<file path="src/rtl/core/arp_table_flood_detector_defines.svh">
// Assertion macros for the ARP table flood detector.
// Needs clk_i and rst_ni in the scope where a macro is used.
`ifndef ARP_TABLE_FLOOD_DETECTOR_DEFINES_SVH
`define ARP_TABLE_FLOOD_DETECTOR_DEFINES_SVH

// The consequent must hold in the same cycle as the antecedent.
`define AFD_ASSERT_NOW(lbl, ante, cons) \
  lbl: assert property (@(posedge clk_i) disable iff (!rst_ni) (ante) |-> (cons)) \
    else $error("afd check failed");

// The consequent must hold in the cycle after the antecedent.
`define AFD_ASSERT_NEXT(lbl, ante, cons) \
  lbl: assert property (@(posedge clk_i) disable iff (!rst_ni) (ante) |=> (cons)) \
    else $error("afd check failed");

`endif

</file>
<file path="src/rtl/core/afd_pkg.sv">
// Shared types and constants of the ARP table flood detector.
// No dependencies; used by every module of the block.
package afd_pkg;

  localparam int unsigned AFD_TABLE_DEPTH = 64;
  localparam int unsigned AFD_ADDR_W      = 3;
  localparam logic [15:0] AFD_MIN_GAP_RST = 16'd10;
  localparam logic [15:0] OP_REQUEST      = 16'd1;
  localparam logic [15:0] OP_REPLY        = 16'd2;
  localparam logic        REG_MIN_GAP     = 1'b0;

  typedef enum logic [1:0] {
    PHASE_INIT  = 2'd0,
    PHASE_REQ   = 2'd1,
    PHASE_REPLY = 2'd2
  } afd_phase_e;

  typedef enum logic [1:0] {
    EV_OK    = 2'd0,
    EV_FLOOD = 2'd1,
    EV_FULL  = 2'd2
  } afd_event_e;

  typedef enum logic [1:0] {
    ST_IDLE,
    ST_SCAN,
    ST_UPDATE
  } afd_state_e;

  typedef struct packed {
    logic [47:0] own_mac;
    logic [47:0] peer_mac;
    logic [31:0] own_ip;
    logic [31:0] peer_ip;
    afd_phase_e  phase;
    logic        resolved;
    logic [31:0] last_seen_ms;
  } afd_row_t;

endpackage

</file>
<file path="src/rtl/core/afd_ctrl.sv">
// Sequencer: scans the table memory for a matching MAC, then inserts or
// updates one row, unless the table is full, and produces the result. Depends on afd_pkg.
module afd_ctrl #(
  parameter int unsigned DEPTH = afd_pkg::AFD_TABLE_DEPTH
) (
  input  logic                     clk_i,
  input  logic                     rst_ni,
  input  logic                     start_i,
  output logic                     busy_o,
  input  logic [47:0]              sender_hw_i,
  input  logic [47:0]              target_hw_i,
  input  logic [31:0]              sender_ip_i,
  input  logic [31:0]              target_ip_i,
  input  logic [15:0]              opcode_i,
  input  logic [31:0]              now_ms_i,
  input  logic [15:0]              min_gap_i,
  output logic                     mem_we_o,
  output logic [$clog2(DEPTH)-1:0] mem_waddr_o,
  output afd_pkg::afd_row_t        mem_wdata_o,
  output logic                     mem_re_o,
  output logic [$clog2(DEPTH)-1:0] mem_raddr_o,
  input  afd_pkg::afd_row_t        mem_rdata_i,
  output logic                     done_o,
  output logic [1:0]               event_res_o,
  output logic [5:0]               entry_index_o,
  output logic                     entry_resolved_o
);
  import afd_pkg::*;

  localparam int unsigned IdxW = $clog2(DEPTH);
  localparam int unsigned CntW = $clog2(DEPTH + 1);

  afd_state_e      state_q, state_d;
  logic [CntW-1:0] scan_addr_q, fill_q;
  logic [IdxW-1:0] cmp_addr_q, hit_idx_q;
  logic            cmp_valid_q, hit_q;
  afd_row_t        hold_q;
  logic [47:0]     smac_q, tmac_q;
  logic [31:0]     sip_q, tip_q, now_q;
  logic [15:0]     op_q;
  logic            done_q, resolved_q;
  afd_event_e      event_q;
  logic [5:0]      index_q;

  logic            accept, issue, match, capture, full, insert;
  afd_row_t        new_row;
  afd_event_e      event_d;
  logic [IdxW-1:0] slot;
  logic [IdxW+5:0] slot_ext;
  logic [31:0]     elapsed;

  assign accept = (state_q == ST_IDLE) && start_i;
  // A row is only compared when its address lies below the fill count, so
  // unwritten rows never take part.
  assign issue  = (state_q == ST_SCAN) && (scan_addr_q < fill_q) && !match;
  assign match  = (state_q == ST_SCAN) && cmp_valid_q &&
                  ((mem_rdata_i.own_mac == smac_q) || (mem_rdata_i.own_mac == tmac_q));
  assign full   = !hit_q && (fill_q == CntW'(DEPTH));
  assign insert = (state_q == ST_UPDATE) && !hit_q && !full;
  assign slot   = hit_q ? hit_idx_q : fill_q[IdxW-1:0];
  assign slot_ext = {6'd0, slot};
  assign elapsed  = now_q - hold_q.last_seen_ms;

  always_comb begin
    state_d = state_q;
    capture = 1'b0;
    unique case (state_q)
      ST_IDLE: begin
        if (start_i) begin
          state_d = ST_SCAN;
        end
      end
      ST_SCAN: begin
        if (match) begin
          capture = 1'b1;
          state_d = ST_UPDATE;
        end else if (!issue && !cmp_valid_q) begin
          state_d = ST_UPDATE;
        end
      end
      ST_UPDATE: state_d = ST_IDLE;
      default:   state_d = ST_IDLE;
    endcase
  end

  always_comb begin
    if (hit_q) begin
      new_row              = hold_q;
      new_row.last_seen_ms = now_q;
      if (op_q == OP_REPLY) begin
        new_row.peer_mac = smac_q;
        new_row.peer_ip  = sip_q;
        new_row.phase    = PHASE_REPLY;
        new_row.resolved = 1'b1;
      end
      event_d = (elapsed < {16'd0, min_gap_i}) ? EV_FLOOD : EV_OK;
    end else begin
      new_row.own_mac      = smac_q;
      new_row.peer_mac     = tmac_q;
      new_row.own_ip       = sip_q;
      new_row.peer_ip      = tip_q;
      new_row.phase        = (op_q == OP_REQUEST) ? PHASE_REQ : PHASE_INIT;
      new_row.resolved     = 1'b0;
      new_row.last_seen_ms = now_q;
      event_d              = full ? EV_FULL : EV_OK;
    end
  end

  always_ff @(posedge clk_i or negedge rst_ni) begin
    if (!rst_ni) begin
      state_q     <= ST_IDLE;
      scan_addr_q <= '0;
      cmp_valid_q <= 1'b0;
      hit_q       <= 1'b0;
      fill_q      <= '0;
      done_q      <= 1'b0;
    end else begin
      state_q     <= state_d;
      cmp_valid_q <= issue;
      done_q      <= (state_q == ST_UPDATE);
      if (accept) begin
        scan_addr_q <= '0;
        hit_q       <= 1'b0;
      end else if (issue) begin
        scan_addr_q <= scan_addr_q + 1'b1;
      end
      if (capture) begin
        hit_q <= 1'b1;
      end
      if (insert) begin
        fill_q <= fill_q + 1'b1;
      end
    end
  end

  always_ff @(posedge clk_i) begin
    if (accept) begin
      smac_q <= sender_hw_i;
      tmac_q <= target_hw_i;
      sip_q  <= sender_ip_i;
      tip_q  <= target_ip_i;
      op_q   <= opcode_i;
      now_q  <= now_ms_i;
    end
    if (issue) begin
      cmp_addr_q <= scan_addr_q[IdxW-1:0];
    end
    if (capture) begin
      hold_q    <= mem_rdata_i;
      hit_idx_q <= cmp_addr_q;
    end
    if (state_q == ST_UPDATE) begin
      event_q    <= event_d;
      index_q    <= full ? 6'd0 : slot_ext[5:0];
      resolved_q <= hit_q && new_row.resolved;
    end
  end

  assign busy_o           = (state_q != ST_IDLE);
  assign mem_re_o         = issue;
  assign mem_raddr_o      = scan_addr_q[IdxW-1:0];
  assign mem_we_o         = (state_q == ST_UPDATE) && !full;
  assign mem_waddr_o      = slot;
  assign mem_wdata_o      = new_row;
  assign done_o           = done_q;
  assign event_res_o      = event_q;
  assign entry_index_o    = index_q;
  assign entry_resolved_o = resolved_q;

endmodule
</file>
<file path="config.mk">
export PLATFORM = sky130hd
export DESIGN_NAME = afd_ctrl
export DESIGN_NICKNAME = d
export VERILOG_FILES = /design/src/rtl/core/arp_table_flood_detector_defines.svh /design/src/rtl/core/afd_pkg.sv /design/src/rtl/core/afd_ctrl.sv
export SDC_FILE = /design/constraint.sdc
export NUM_CORES = 1
export LEC_CHECK = 0
export ABC_AREA = 1
export BUFFER_PORTS_ARGS = -buffer_cell sky130_fd_sc_hd__buf_2
export CORE_AREA = 2 2 251 253
export DETAILED_ROUTE_END_ITERATION = 16
export DIE_AREA = 0 0 253 255
export GPL_TIMING_DRIVEN = 0
export PLACE_DENSITY = 0.59
export SYNTH_ARGS = -nofsm -noshare
export SYNTH_HDL_FRONTEND = slang
export SYNTH_SLANG_ARGS = --single-unit
export TNS_END_PERCENT = 20
</file>
<file path="constraint.sdc">
create_clock -name clk_i -period 17.23 [get_ports clk_i]
set_input_delay 3.446 -clock clk_i [delete_from_list [all_inputs] [get_ports clk_i]]
set_output_delay 3.446 -clock clk_i [all_outputs]
set_load 0.05 [all_outputs]
</file>
==> results.toml <==
[critical_path]
required_time_of_the_worst_setup_path_ps = 13780
worst_r2r_endpoint = "event_res_o[0]"
worst_setup_startpoint = "mem_rdata_i[161]"
reg2reg_setup_slack_ps = 13640
crit_fanout = 10
timing.rr.start = "now_q[13]"
cp.arrival_ps = 5700
worstSetupStartpointType = "primary input"
crit_type = "primary input to output port"
reg2regPathDepth = 19
cp-end-kind = "output port"
worstSetupEndpoint = "mem_re_o"

[clocking]
clock_tree_from_tritoncts = "built"
cts.sink_count = 443
cts-buffers-inserted = 51
post_cts_hold_buffer_count = 0
clk_latency_ps = 610
setup_buffers_after_cts = 0
cts-resized-gates = 0
cts_htree_levels = 2
max-clock-path-buffers = 3
cts.reportedPaths.clkPinSlew_ps = 60
root_buffer_selected_by_cts = "sky130_fd_sc_hd__clkbuf_16"

[detailed_routing]
vias = 17220
post-route-drc-count = 0
antenna_violating_nets_post_route = 0
drt_pass1_iterations = 5
routed_wl_um = 76730
drt-wirelength-per-cell_um = 21.03
initialDrtViolationCount = 1198
via_per_inst = 4.719

[status]
status = "finished, final reports clean"

[synthesis]
number_of_enable_flip_flop_cells_after_synthesis = 424
post_synth_inst_count = 2097
synthMostInstantiatedCell = "sky130_fd_sc_hd__nand2_1"
postSynth.topFlopCell = "sky130_fd_sc_hd__edfxtp_1"
syn_nets = 2575
synth_top_cell_area_share = 0.6046
async_reset_ff_frac = 0.04289
synthTopCellsByCount = "sky130_fd_sc_hd__nand2_1, sky130_fd_sc_hd__edfxtp_1, sky130_fd_sc_hd__inv_1"
post_synth_instance_area_mm2 = 0.02106
synthesis.area_per_instance_um2 = 10.04
yosys_warnings = 0
yosysTopAreaCell = "sky130_fd_sc_hd__edfxtp_1"
synth_cell_types = 41
ys_seq_area_frac = 0.6271
ys_seq_elements = 443
synth.area.top_cells = "sky130_fd_sc_hd__edfxtp_1, sky130_fd_sc_hd__nand2_1, sky130_fd_sc_hd__inv_1, sky130_fd_sc_hd__ha_1, sky130_fd_sc_hd__xnor2_1"

[floorplan]
rows = 92
dieHeight_um = 255
count_of_pins_on_the_block_boundary = 642
core-area_mm2 = 0.06216
die_x_um = 253
design.die.area_mm2 = 0.06452
initial_core_util = 0.3388

[pwr]
totalPowerFinal_w = 0.003546
vdd_ir_drop_max_mv = 0.08274
pwr_density_mw_per_mm2 = 130.4
leakagePower_nw = 12.37

[layout]
post-route-util = 0.4375
final_layout_size_suffix_gt1_frac = 0.2686
nFillCells = 6050
num-nets-final = 3272
areaGrowthSynthToFinish_pct = 29.14

[timing]
timing.final.max_slew_violations = 0
setup_viol = 0
fin_skew_ps = 32.10
fin_tns_setup_ps = 0
final_hold_viol_count = 0
timing.slew.headroom = 0.1621
final.period_utilization = 0.5308
layout_min_cycle_time_ps = 9146
max_freq_ghz = 0.1093
rsz_0062_raised_after_global_routing = "false"
tightest_slew_ps = 1252

[global_route]
grt_max_degree = 112
grt_pass1_vias = 17490
groute.usage.overall = 0.2300
grt_remaining_overflow = 0
grt_pass1_wl_um = 108700
grt_antenna_before_repair = 37

[hold_path]
min-delay-path-class = "register to register"

[place]
buffer_ports.inserted = 641
place_hpwl_um = 59080
finalWeightedCongestion = 0.9387

[job]
max_cap_viol_count = 0
layout by cell type, fill, tap and decap left out, types with 2 or more instances in the layout:
cell	count
sky130_fd_sc_hd__nor3b_1	2
sky130_fd_sc_hd__buf_1	8
sky130_fd_sc_hd__o21ai_0	103
sky130_fd_sc_hd__clkinv_4	4
sky130_fd_sc_hd__ha_1	55
sky130_fd_sc_hd__clkinvlp_4	3
sky130_fd_sc_hd__bufinv_16	9
sky130_fd_sc_hd__dfrtp_1	19
sky130_fd_sc_hd__inv_6	2
sky130_fd_sc_hd__o211ai_1	2
sky130_fd_sc_hd__nand4_1	13
sky130_fd_sc_hd__o21ai_1	81
sky130_fd_sc_hd__inv_1	272
sky130_fd_sc_hd__and2_1	7
sky130_fd_sc_hd__nand2_2	2
sky130_fd_sc_hd__a21oi_1	32
sky130_fd_sc_hd__nor4_1	5
sky130_fd_sc_hd__xor2_1	27
sky130_fd_sc_hd__clkinv_1	6
sky130_fd_sc_hd__or2_2	7
sky130_fd_sc_hd__buf_6	8
sky130_fd_sc_hd__nor3_1	5
sky130_fd_sc_hd__buf_16	3
sky130_fd_sc_hd__inv_8	2
sky130_fd_sc_hd__clkinv_2	13
sky130_fd_sc_hd__diode_2	17
sky130_fd_sc_hd__and3_1	2
sky130_fd_sc_hd__nand2_1	725
sky130_fd_sc_hd__clkbuf_16	52
sky130_fd_sc_hd__clkbuf_1	40
sky130_fd_sc_hd__a21o_1	3
sky130_fd_sc_hd__buf_4	6
sky130_fd_sc_hd__buf_2	643
sky130_fd_sc_hd__edfxtp_1	424
sky130_fd_sc_hd__nand3_1	70
sky130_fd_sc_hd__xnor2_1	77
sky130_fd_sc_hd__nor2_1	86
kinds of logic after synthesis:
| group | synth area share |
|---|---|
| simple gates | 0.1776 |
| fa+ha+maj | 0.03363 |
| buf+inv | 0.06428 |
| flops | 0.6271 |
| compound gates | 0.05412 |
| xor+xnor | 0.04325 |
flip-flops by register name, indices dropped and copies added, names as in the netlist, 6 cells and up:
register / count
tip_q: 32
hit_idx_q: 6
cmp_addr_q: 6
scan_addr_q: 7
fill_q: 7
tmac_q: 48
op_q: 16
sip_q: 32
smac_q: 48
hold_q: 195
now_q: 32
entry_index_o: 6
power breakdown:
part | internal (W) | total (W) | switching [W]
sequential | 0.00134 | 0.00140 | 0.0000661
combinational | 0.000248 | 0.000984 | 0.000737
clock | 0.000691 | 0.00116 | 0.000469
total | 0.00227 | 0.00355 | 0.00127
area by class of cell:
class | instances | area [um2] | area share
repair buffers | 644 | 3291 | 0.1210
clock inverters | 37 | 475.5 | 0.01748
plain buffers | 61 | 314.1 | 0.01155
clock buffers | 55 | 1313 | 0.04826
well taps | 799 | 999.7 | 0.03676
inverters | 277 | 1055 | 0.03878
diodes | 17 | 42.54 | 0.001564
multi-input cells | 1316 | 6499 | 0.2390
flip-flops and latches | 443 | 13210 | 0.4856
critical path, cell delays in order:
cell                      delay, ps
sky130_fd_sc_hd__buf_2          130
sky130_fd_sc_hd__xnor2_1        150
sky130_fd_sc_hd__nand2_1        140
sky130_fd_sc_hd__nor2_1         210
sky130_fd_sc_hd__nand2_1         80
sky130_fd_sc_hd__nor2_1         210
sky130_fd_sc_hd__nand3_1        110
sky130_fd_sc_hd__nand2_1         80
sky130_fd_sc_hd__nand3_1        270
sky130_fd_sc_hd__nand2_2        280
sky130_fd_sc_hd__inv_1          270
sky130_fd_sc_hd__buf_2          320
stage by stage:
step	area (um2)	cells	setup WS (ps)	hold WS, ps
finish	27200	3649	8084	420.3
detailed placement	25370	3540	7933	408.1
global placement	25270	3537	5402	404.5
global route	27180	3644	7815	426.2
floorplan	21060	2097	8646	400.3
CTS	27150	3632	7929	420.4
metal layers:
| metal | wire, um | GRT usage |
|---|---|---|
| met1 | 29280 | 0.2700 |
| met2 | 38000 | 0.4064 |
| met3 | 6671 | 0.05858 |
| met4 | 2636 | 0.08369 |
| met5 | 133 | 0 |
how the worst min path moves through the flow:
stage                             start            to  cells after the start
after CTS                 cmp_addr_q[4]  hit_idx_q[4]                      0
after detailed placement  cmp_addr_q[1]  hit_idx_q[1]                      0
final                     cmp_addr_q[4]  hit_idx_q[4]                      0
after global placement    cmp_addr_q[4]  hit_idx_q[4]                      0
after floorplan           cmp_addr_q[0]  hit_idx_q[0]                      0
after global routing      cmp_addr_q[4]  hit_idx_q[4]                      0
(Power assumes the default switching activity.)
