`src/rtl/core/arp_table_flood_detector_defines.svh`:
```
// Assertion macros for the ARP table flood detector.
// Needs clk_i and rst_ni in the scope where a macro is used.
`ifndef ARP_TABLE_FLOOD_DETECTOR_DEFINES_SVH
`define ARP_TABLE_FLOOD_DETECTOR_DEFINES_SVH

// The consequent must hold in the same cycle as the antecedent.
`define AFD_ASSERT_NOW(lbl, ante, cons) \
  lbl: assert property (@(posedge clk_i) disable iff (!rst_ni) (ante) |-> (cons)) \
    else $error("afd check failed");

// The consequent must hold in the cycle after the antecedent.
`define AFD_ASSERT_NEXT(lbl, ante, cons) \
  lbl: assert property (@(posedge clk_i) disable iff (!rst_ni) (ante) |=> (cons)) \
    else $error("afd check failed");

`endif

```
`src/rtl/core/afd_pkg.sv`:
```
// Shared types and constants of the ARP table flood detector.
// No dependencies; used by every module of the block.
package afd_pkg;

  localparam int unsigned AFD_TABLE_DEPTH = 64;
  localparam int unsigned AFD_ADDR_W      = 3;
  localparam logic [15:0] AFD_MIN_GAP_RST = 16'd10;
  localparam logic [15:0] OP_REQUEST      = 16'd1;
  localparam logic [15:0] OP_REPLY        = 16'd2;
  localparam logic        REG_MIN_GAP     = 1'b0;

  typedef enum logic [1:0] {
    PHASE_INIT  = 2'd0,
    PHASE_REQ   = 2'd1,
    PHASE_REPLY = 2'd2
  } afd_phase_e;

  typedef enum logic [1:0] {
    EV_OK    = 2'd0,
    EV_FLOOD = 2'd1,
    EV_FULL  = 2'd2
  } afd_event_e;

  typedef enum logic [1:0] {
    ST_IDLE,
    ST_SCAN,
    ST_UPDATE
  } afd_state_e;

  typedef struct packed {
    logic [47:0] own_mac;
    logic [47:0] peer_mac;
    logic [31:0] own_ip;
    logic [31:0] peer_ip;
    afd_phase_e  phase;
    logic        resolved;
    logic [31:0] last_seen_ms;
  } afd_row_t;

endpackage

```
`src/rtl/core/afd_cfg.sv`:
```
// Configuration register file behind an APB-style port.
// Depends on afd_pkg for the register index and reset value.
module afd_cfg (
  input  logic                         clk_i,
  input  logic                         rst_ni,
  input  logic                         psel,
  input  logic                         penable,
  input  logic                         pwrite,
  input  logic [afd_pkg::AFD_ADDR_W-1:0] paddr,
  input  logic [31:0]                  pwdata,
  output logic [31:0]                  prdata,
  output logic                         pready,
  output logic [15:0]                  min_gap_o
);
  import afd_pkg::*;

  logic [15:0] min_gap_q;
  logic        wr_en;

  // Registers are word aligned; the word index is the bit above the byte offset.
  assign wr_en = psel && penable && pwrite && (paddr[2] == REG_MIN_GAP);

  always_ff @(posedge clk_i or negedge rst_ni) begin
    if (!rst_ni) begin
      min_gap_q <= AFD_MIN_GAP_RST;
    end else if (wr_en) begin
      min_gap_q <= pwdata[15:0];
    end
  end

  always_comb begin
    unique case (paddr[2])
      REG_MIN_GAP: prdata = {16'd0, min_gap_q};
      default:     prdata = 32'd0;
    endcase
  end

  assign pready    = 1'b1;
  assign min_gap_o = min_gap_q;

endmodule

```
`config.mk`:
```
export PLATFORM = sky130hd
export DESIGN_NAME = afd_cfg
export DESIGN_NICKNAME = d
export VERILOG_FILES = /design/src/rtl/core/arp_table_flood_detector_defines.svh /design/src/rtl/core/afd_pkg.sv /design/src/rtl/core/afd_cfg.sv
export SDC_FILE = /design/constraint.sdc
export NUM_CORES = 1
export LEC_CHECK = 0
export BUFFER_PORTS_ARGS = -buffer_cell sky130_fd_sc_hd__buf_2
export CORE_MARGIN = 2
export CORE_UTILIZATION = 38
export CTS_CLUSTER_DIAMETER = 60
export CTS_CLUSTER_SIZE = 25
export DETAILED_ROUTE_END_ITERATION = 6
export MAX_ROUTING_LAYER = met4
export PLACE_DENSITY_LB_ADDON = 0.3
export RECOVER_POWER = 100
export SETUP_SLACK_MARGIN = 0.1
export SLEW_MARGIN = 25
export SYNTH_ARGS = -nofsm -noshare
export SYNTH_HDL_FRONTEND = slang
export SYNTH_SLANG_ARGS = --single-unit
```
`constraint.sdc`:
```
create_clock -name clk_i -period 1.2 [get_ports clk_i]
set_input_delay 0.06 -clock clk_i [delete_from_list [all_inputs] [get_ports clk_i]]
set_output_delay 0.06 -clock clk_i [all_outputs]
set_load 0.03 [all_outputs]
```
==> results of run 1 <==
-- layer usage --
metal | vias to the layer above | global-route usage | wire, um
met5 | - | - | 0
met4 | 0 | 0.0641 | 13
met3 | 2 | 0.0257 | 131
met2 | 45 | 0.283 | 1290
met1 | 344 | 0.166 | 876
li1 | 349 | - | -
-- worst max-delay path by stage --
stage	slack, ns	endpoint	depth (start not counted)
floorplan	0.13	prdata[4]	1
global placement	0.08	min_gap_o[7]	3
detailed placement	0.06	min_gap_o[6]	3
CTS	0.03	prdata[3]	2
global route	-0.04	prdata[3]	2
finish	0.05	prdata[1]	2
-- synthesized netlist by cell type --
library cell  instances
buf_6                 1
mux2_4               10
buf_4                17
and2b_1               6
clkbuf_1              1
conb_1                2
dfstp_2               2
dfrtp_1              14
nor2b_1              10
nand4b_4              1
mux2_2                6
-- cells by family after synthesis --
| family | synth area share |
|---|---|
| and+or+nand+nor | 0.146 |
| buffers and inverters | 0.158 |
| muxes | 0.241 |
| DFF | 0.447 |
| other | 0.00832 |
-- cell type report --
type                       instances  area (um^2)  area share
timing repair buffer              79          508       0.369
sequential                        16          403       0.293
multi-input combinational         50          394       0.286
clock buffer                       4         36.3      0.0264
tap                               28         35.0      0.0255
-- power by group --
part	switching (mW)	internal, mW	leakage (nW)
logic	0.659	0.395	0.524
clock network	0.170	0.184	0.0210
registers	0.0879	0.669	0.189
-- metrics by stage --
step | power, mW | hold WS [ns] | setup WS [ns] | utilization | cell area (um^2)
2_1_floorplan | 1.48 | -0.236 | 0.125 | - | 958
3_3_place_gp | 1.69 | -0.0126 | 0.0776 | 0.503 | 1120
3_5_place_dp | 1.71 | -0.00338 | 0.0646 | 0.503 | 1120
4_1_cts | 2.13 | 0.000417 | 0.0302 | 0.597 | 1330
5_1_grt | 2.29 | 0.363 | -0.0354 | 0.616 | 1380
6_report | 2.17 | 0.355 | 0.0479 | 0.616 | 1380
-- repair_timing --
| item | 4_1_cts | 5_1_grt |
|---|---|---|
| hold buffers | 16 | 1 |
| buffers inserted | 0 | 8 |
| endpoints found under the setup margin | 4 | 17 |
| gates resized for setup | 4 | 32 |
| hold endpoints to repair | 31 | 1 |
-- critical path: cells and delay by family, from the launching register on --
| family | cells | cell delay [ns] |
|---|---|---|
| flip-flops | 1 | 0.55 |
| AND/OR/NAND/NOR | 1 | 0.14 |
| buffers and inverters | 1 | 0.13 |
==> key figures, run 1 <==
Place
  • Detail Placement HPWL: 1320 um
  • Gpl congestion: 0.653
  • Placed insts: 148
  • IO buf count: 53

STA
  • Fin Setup TNS: 0 ns
  • Tmin final: around 1.2 ns
  • Worst Max-Slew Pin Slew: 0.848 ns
  • Slew HR: 0.435
  • Skew final: 0 ns
  • Endpoints failing setup: 0
  • Period utilisation layout: 0.960
  • Final Hold Vio Count: 0
  • Max-slew violations: 0
  • F_max: 868 MHz
  • RSZ-0062 raised after global routing: yes

Synthesis
  • Area contributors post-synth: dfrtp_1, mux2_4, buf_4
  • Synth area leader: dfrtp_1
  • Synthesized cell area: 902 um^2
  • Synth Area per Inst: 12.9 um^2
  • Synth Instances: 70
  • Post-synth top area share: 0.388
  • Sequential cell area fraction in the yosys report: 0.447
  • Synthesized flop and latch total: 16
  • Synth warn: 0
  • Distinct cells, synth: 11

Drt
  • Drt total wl: 2310 um
  • DRC: 0
  • Final ANT Viol Nets: 0
  • Initial drt markers: 10
  • Routed vias/inst: 4.18
  • Via Count: 740
  • DR WL/cell: 13.1 um
  • 1st-pass router iterations: 4

Clock network
  • CTS root buf: clkbuf_4
  • CTS Buf Count: 3
  • CTS tree: yes
  • Clock slew seen by the registers of the worst setup and hold paths: 0.09 ns
  • CTS sink count: 16
  • H-tree depth: 1
  • CTS max path bufs: 2
  • Worst skew pair latency: about 0.28 ns

Setup path
  • Worst R2R Path Depth: 3
  • Crit-path max FO: 3
  • Type of the worst setup path: reg -> out
  • R2R setup slack: 0.16 ns
  • Crit path largest cell delay: approximately 0.55 ns
  • Crit path from: min_gap_o[1]
  • Crit path cell chain: and2b_1 > buf_6
  • Slowest CP cell: dfstp_2
  • Worst EP required: 1.14 ns
  • CP endpoint kind: output port
  • Worst setup SP type: flop
  • R2R Path Start: min_gap_o[6]
  • Reg-to-Reg End: min_gap_o[6]
  • CP Data Arrival Time: between 1 and 1.5 ns

GRT
  • Pin count of the biggest net entering global routing: 17
  • Overflow left after global routing: 0
  • Initial antenna violation count: 0
  • Wire length of the first global-routing pass: 2950 um
  • Vias in the first global route: roughly 700
  • All-Layer GR Usage: 0.156

Power and ir drop
  • Power density cells: between 1500 and 2000 nW/um^2
  • Leakage: 0.734 nW
  • Peak supply drop: 0.834 mV

Min path
  • Worst Hold Depth: 3
  • Hold_sp: pwrite
  • Hold endpoint: min_gap_o[7]
  • Hold Crit Class: in -> reg

Layout
  • Nets: 190
  • ANT cells: 0
  • Fraction of layout cells with a size suffix above 1: 0.450
  • Most frequent cells in the layout: buf_2, conb_1, dlygate4sd3_1
  • Most common cell after layout, fill and taps aside: buf_2
  • Fin cells: 177
  • Filler Cells Inserted: 204
  • Layout area overhead: 52.6%
  • Max FFs per register: 16

Floorplanning
  • Die width: 52.7 um
  • CORE AREA: 2230 um^2
  • Die ar.: 2780 um^2
  • Height of the chip: 52.7 um
  • Site Rows: 17
  • Ports: approximately 90
  • Starting Density: 0.404

Outcome
  • Status: complete, no violations

Run
  • Max_cap viols: 0
Note: power is estimated with default switching activity, not from simulation.
==> run 2: changes to the inputs <==
--- a/config.mk
+++ b/config.mk
@@ -5,9 +5,10 @@
 export SDC_FILE = /design/constraint.sdc
 export NUM_CORES = 1
 export LEC_CHECK = 0
+export ABC_AREA = 1
 export BUFFER_PORTS_ARGS = -buffer_cell sky130_fd_sc_hd__buf_2
 export CORE_MARGIN = 2
-export CORE_UTILIZATION = 38
+export CORE_UTILIZATION = 39
 export CTS_CLUSTER_DIAMETER = 60
 export CTS_CLUSTER_SIZE = 25
 export DETAILED_ROUTE_END_ITERATION = 6
==> run 2 against run 1 <==
Net effect: area after synthesis is 4.3% higher; core utilization is 6.9 points lower; worst setup slack worse by 0.0034 ns; clock-buffer cell count stayed put; clock skew stayed put; clock power is 17% lower; non-clock buffer count is 17 lower; worst hold slack worse by 0.35 ns; critical path type unchanged; largest cell class is now registers; largest power group unchanged.
==> key figures, run 2 <==
Synthesis
  • Primary FF master, synth: dfrtp_1
  • Synthesized flop and latch total: 16
  • Synth Instances: 125
  • Sequential cell area fraction in the yosys report: 0.428
  • Post-synth ARST share: 1.00
  • Commonest cells in the netlist: nand2_1, buf_4, inv_1
  • Area contributors post-synth: dfrtp_1, buf_4, nand2_1
  • Synth Area per Inst: 7.53 um^2
  • Top-count cell post-synth: nand2_1
  • Distinct cells, synth: 13
  • Number of flops mapped to enable cells by yosys: 0
  • Post-synth top area share: 0.372
  • Synthesized cell area: 941 um^2
  • Synth area leader: dfrtp_1
  • Synth warn: 0

Clock network
  • CTS Buf Count: 3
  • CTS sink count: 16
  • CTS tree: yes
  • CTS root buf: clkbuf_4
  • H-tree depth: 1
  • CTS max path bufs: 2
  • Worst skew pair latency: ~0.28 ns
  • Clock slew seen by the registers of the worst setup and hold paths: 0.09 ns

Power and ir drop
  • Peak supply drop: 0.732 mV
  • Tot Pwr: 1.84 mW
  • Switching Power: 0.850 mW
  • P_int: 0.994 mW
  • Seq pwr share: 0.396
  • Power density cells: 1490 nW/um^2
  • Leakage: roughly 0.74 nW
  • Clk pwr share: 0.159
  • Combinational share of power: 0.445
  • Sw Ratio: 0.461

Setup path
  • CP top delay family: flip-flops
  • Crit-path max FO: 3
  • CP Data Arrival Time: 1.10 ns
  • CP endpoint kind: output port
  • Worst setup SP type: flop
  • Crit path largest cell delay: 0.56 ns
  • Buf/Inv on CP: 2
  • Crit path cell chain: inv_2 > nor2_4 > buf_6
  • Slowest CP cell: dfstp_2
  • Type of the worst setup path: reg -> out
  • Worst EP required: 1.14 ns

Drt
  • 1st-pass router iterations: 4
  • Drt total wl: 2030 um
  • Routed vias/inst: 4.24
  • Via Count: 899
  • Final ANT Viol Nets: 0
  • DR WL/cell: 9.57 um
  • Initial drt markers: 16
  • DRC: 0

GRT
  • Wire length of the first global-routing pass: 3370 um
  • Vias in the first global route: 770
  • All-Layer GR Usage: 0.168
  • Pin count of the biggest net entering global routing: 18
  • Initial antenna violation count: 0
  • Overflow left after global routing: 0

Floorplanning
  • Site Rows: 17
  • CORE AREA: 2250 um^2
  • Starting Density: 0.417
  • Die width: 53.1 um
  • Ports: 89
  • Height of the chip: 53.1 um
  • Die ar.: ~2800 um^2

Layout
  • Nets: 225
  • Most common cell after layout, fill and taps aside: nand2_1
  • Reg area: between 400 and 500 um^2
  • ANT cells: 0
  • Filler Cells Inserted: about 250
  • Layout area overhead: 31.2%
  • Most frequent cells in the layout: nand2_1, buf_2, conb_1
  • Max FFs per register: 16
  • Final Util: 0.548
  • Multi-input logic area: 364 um^2
  • Fraction of layout cells with a size suffix above 1: 0.288
  • Post-route design area: 1230 um^2

Place
  • Post-placement cell area: 1150 um^2
  • Detail Placement HPWL: 1520 um
  • Gpl congestion: 0.737
  • IO buf count: 53

Min path
  • Hold Crit Class: in -> reg

STA
  • RSZ-0062 raised after global routing: yes
  • Slew HR: 0.447
  • Max-slew violations: 0
  • Endpoints failing setup: 0
  • Fin Setup TNS: 0 ns
  • Tmin final: 1.16 ns
  • Worst Max-Slew Pin Slew: between 0.8 and 0.9 ns
  • Final Hold Vio Count: 0
  • F_max: around 870 MHz
  • Skew final: 0 ns
  • Period utilisation layout: 0.963

Run
  • Max_cap viols: 0

Outcome
  • Status: complete, no violations
run 2: changes by cell type after synthesis, sizes merged, moves of 4 or more:
cell and change:
mux2 -16, inv +18, buf +4, nand2 +34, nor2 +17, nor2b -10, and2b -6, nand3 +16
run 2: area by class of cell:
cell class | instances | share of cell area
Timing Repair Buffer | 62 | 0.275
Tap cell | 28 | 0.0284
Sequential cell | 16 | 0.326
Inverter | 18 | 0.0547
Multi-Input combinational cell | 84 | 0.295
Clock buffer | 4 | 0.0213
run 2: power groups by stage:
stage / logic, mW / clock network (mW) / registers [mW]
after floorplan: 0.417 / 0 / 0.936
after global placement: 0.800 / 0 / 0.732
after detailed placement: 0.808 / 0 / 0.736
after CTS: 0.831 / 0.306 / 0.727
after global routing: 0.893 / 0.332 / 0.748
final: 0.821 / 0.293 / 0.730
run 2: repair_timing:
item / CTS / global route
pin swaps: 0 / 2
gates cloned: 0 / 0
gates resized for setup: 4 / 19
endpoints found under the hold margin: 20 / 0
buffers inserted: 0 / 2
hold buffers: 5 / 0
endpoints found under the setup margin: 2 / 12
run 2: worst paths after layout:
path / endpoint / cells after the start / slack (ns) / startpoint
worst max-delay path: prdata[3] / 3 / 0.04 / min_gap_o[3]
worst min-delay path: min_gap_o[2] / 3 / 0.008 / pwdata[2]
worst max register to register: min_gap_o[6] / 3 / 0.44 / min_gap_o[6]
worst min register to register: min_gap_o[3] / 2 / 0.48 / min_gap_o[3]
max in group asynchronous: min_gap_o[0] / 2 / 0.30 / rst_ni
min in group asynchronous: min_gap_o[7] / 2 / 0.39 / rst_ni
run 2: worst min-delay path, cell delays in order:
cell and delay [ns]:
buf_2 0.07, nand3_1 0.06, nand2_1 0.06
run 2: cell families after synthesis:
group         Yosys count  synth area share
buf+inv                40             0.250
flops                  16             0.428
other cells             2           0.00798
simple gates           67             0.314
run 2: routing by layer:
| layer | up-vias | track usage | part of all wire |
|---|---|---|---|
| li1 | 454 | - | - |
| met1 | 396 | 0.189 | 0.41 |
| met2 | 47 | 0.285 | 0.47 |
| met3 | 2 | 0.0424 | 0.11 |
| met4 | 0 | 0.0684 | 0.0039 |
| met5 | - | - | 0 |
run 2: stage by stage:
stage / hold WS, ns / worst slack (ns) / std cells
6_report: 0.00786 / 0.0445 / 212
3_3_place_gp: -0.0169 / 0.319 / 201
2_1_floorplan: -0.236 / 0.158 / 140
3_5_place_dp: -0.0118 / 0.314 / 201
5_1_grt: 0.000190 / -0.0217 / 212
4_1_cts: 0.00113 / 0.0307 / 210
==> run 3: changes to the inputs <==
--- a/config.mk
+++ b/config.mk
@@ -13,7 +13,7 @@
 export CTS_CLUSTER_SIZE = 25
 export DETAILED_ROUTE_END_ITERATION = 6
 export MAX_ROUTING_LAYER = met4
-export PLACE_DENSITY_LB_ADDON = 0.3
+export PLACE_DENSITY = 0.81
 export RECOVER_POWER = 100
 export SETUP_SLACK_MARGIN = 0.1
 export SLEW_MARGIN = 25
==> run 3 against run 2 <==
Net effect: die area unchanged; core utilization up 4.3 points; non-clock buffer count rose by 4; critical path depth unchanged; cell area rose by 7.8%; worst hold slack worse by 0.0066 ns; critical path type unchanged.
==> key figures, run 3 (synthesized netlist as in run 2, its figures left out) <==
Outcome
  • Status: complete, no violations

Layout
  • Layout area overhead: 41.5%
  • ANT cells: 0
  • Filler Cells Inserted: 228
  • Fraction of layout cells with a size suffix above 1: 0.399
  • Multi-input logic area: roughly 360 um^2
  • Max FFs per register: 16
  • Reg area: approximately 400 um^2
  • Post-route design area: 1330 um^2
  • Final Util: 0.590
  • Fin cells: 216
  • Most frequent cells in the layout: buf_2, nand2_1, conb_1
  • Nets: 229
  • Most common cell after layout, fill and taps aside: buf_2

Drt
  • Drt total wl: 2070 um
  • Initial drt markers: 13
  • Via Count: between 900 and 1000
  • Final ANT Viol Nets: 0
  • Routed vias/inst: 4.23
  • DR WL/cell: 9.59 um
  • DRC: 0
  • 1st-pass router iterations: 4

Setup path
  • Buf/Inv on CP: 2
  • Crit path largest cell delay: about 0.55 ns
  • Worst setup SP type: flop
  • Slowest CP cell: dfstp_2
  • Type of the worst setup path: reg -> out
  • Crit path cell chain: inv_2 > nor2_2 > buf_6
  • CP top delay family: flip-flops
  • CP endpoint kind: output port
  • Worst EP required: 1.14 ns
  • Crit-path max FO: 2
  • CP Data Arrival Time: 1.10 ns

Clock network
  • H-tree depth: 1
  • CTS max path bufs: 2
  • Worst skew pair latency: between 0.2 and 0.3 ns
  • CTS root buf: clkbuf_4
  • CTS tree: yes
  • CTS sink count: 16
  • Clock slew seen by the registers of the worst setup and hold paths: 0.10 ns
  • CTS Buf Count: 3

Place
  • Post-placement cell area: 1160 um^2
  • Gpl congestion: around 0.69
  • Detail Placement HPWL: 1540 um
  • Placed insts: 202
  • IO buf count: 53
  • Pre-CTS setup slack: 0.313 ns

STA
  • Final Hold Vio Count: 0
  • Skew final: 0 ns
  • Final worst-path setup slack: 0.0417 ns
  • Max-slew violations: 0
  • RSZ-0062 raised after global routing: yes
  • Worst Max-Slew Pin Slew: 0.843 ns
  • Slew HR: 0.438
  • Tmin final: 1.16 ns
  • Endpoints failing setup: 0
  • Fin Setup TNS: 0 ns
  • Period utilisation layout: 0.965
  • F_max: 863 MHz

Floorplanning
  • Height of the chip: 53.1 um
  • Site Rows: 17
  • Starting Density: 0.417
  • Die ar.: between 2000 and 3000 um^2
  • Die width: 53.1 um
  • Ports: 89
  • CORE AREA: 2250 um^2

Power and ir drop
  • Power density cells: 1510 nW/um^2
  • Peak supply drop: 0.953 mV
  • Leakage: roughly 0.83 nW

GRT
  • Overflow left after global routing: 0
  • Vias in the first global route: 718
  • Wire length of the first global-routing pass: a little over 3000 um
  • All-Layer GR Usage: 0.155
  • Pin count of the biggest net entering global routing: 17
  • Initial antenna violation count: 0

Run
  • Max_cap viols: 0

Min path
  • Hold Crit Class: in -> reg
-- run 3: cell count changes in the layout (fill, tap and decap cells not counted), moves of 2 or more --
cell	delta
buf_2	+14
clkbuf_1	-15
clkbuf_4	+11
buf_6	+3
clkbuf_2	-13
buf_4	+5
dlygate4sd3_1	-2
-- run 3: worst min-delay path, cell delays in order --
cell	delay, ns
buf_2	0.08
nand3_1	0.06
nand2_1	0.06
-- run 3: final timing paths --
check / start / to / slack (ns) / depth (start not counted)
setup / recovery: min_gap_o[1] / prdata[1] / 0.04 / 3
hold / removal: pwdata[5] / min_gap_o[5] / 0.001 / 3
setup reg to reg: min_gap_o[1] / min_gap_o[1] / 0.39 / 3
hold reg to reg: min_gap_o[11] / min_gap_o[11] / 0.50 / 2
max in group asynchronous: rst_ni / min_gap_o[2] / 0.29 / 2
min in group asynchronous: rst_ni / min_gap_o[10] / 0.39 / 2
-- run 3: per-stage QoR --
step / total power, mW / hold WS, ns
2_1_floorplan: 1.35 / -0.236
6_report: 2.01 / 0.00121
3_3_place_gp: 1.54 / -0.0142
4_1_cts: 1.91 / 0.000176
5_1_grt: 2.14 / 0.00510
3_5_place_dp: 1.55 / -0.0105
-- run 3: cell type report --
type / count / area share
clock buffer: 4 / 0.0273
multi-input combinational: 84 / 0.273
timing repair buffer: 66 / 0.320
inverter: 18 / 0.0508
tap: 28 / 0.0263
sequential: 16 / 0.303
-- run 3: metal layers --
metal,track usage,wire length (um)
met1,0.191,916
met2,0.258,997
met5,-,0
met4,0.0513,8
met3,0.0282,149
-- run 3: power by group --
part / switching [mW] / internal (mW) / total [mW] / leakage, nW
clock: 0.168 / 0.184 / 0.352 / 0.0210
combinational: 0.625 / 0.313 / 0.938 / 0.611
sequential: 0.0738 / 0.649 / 0.723 / 0.197
total: 0.866 / 1.15 / 2.01 / 0.829
-- run 3: repair_timing --
action                                  CTS  global route
pin swaps                                 0             1
hold buffers                              2             1
endpoints found under the hold margin    17             1
gates resized for setup                   4            25
endpoints found under the setup margin    3            15
setup buffers                             0             7
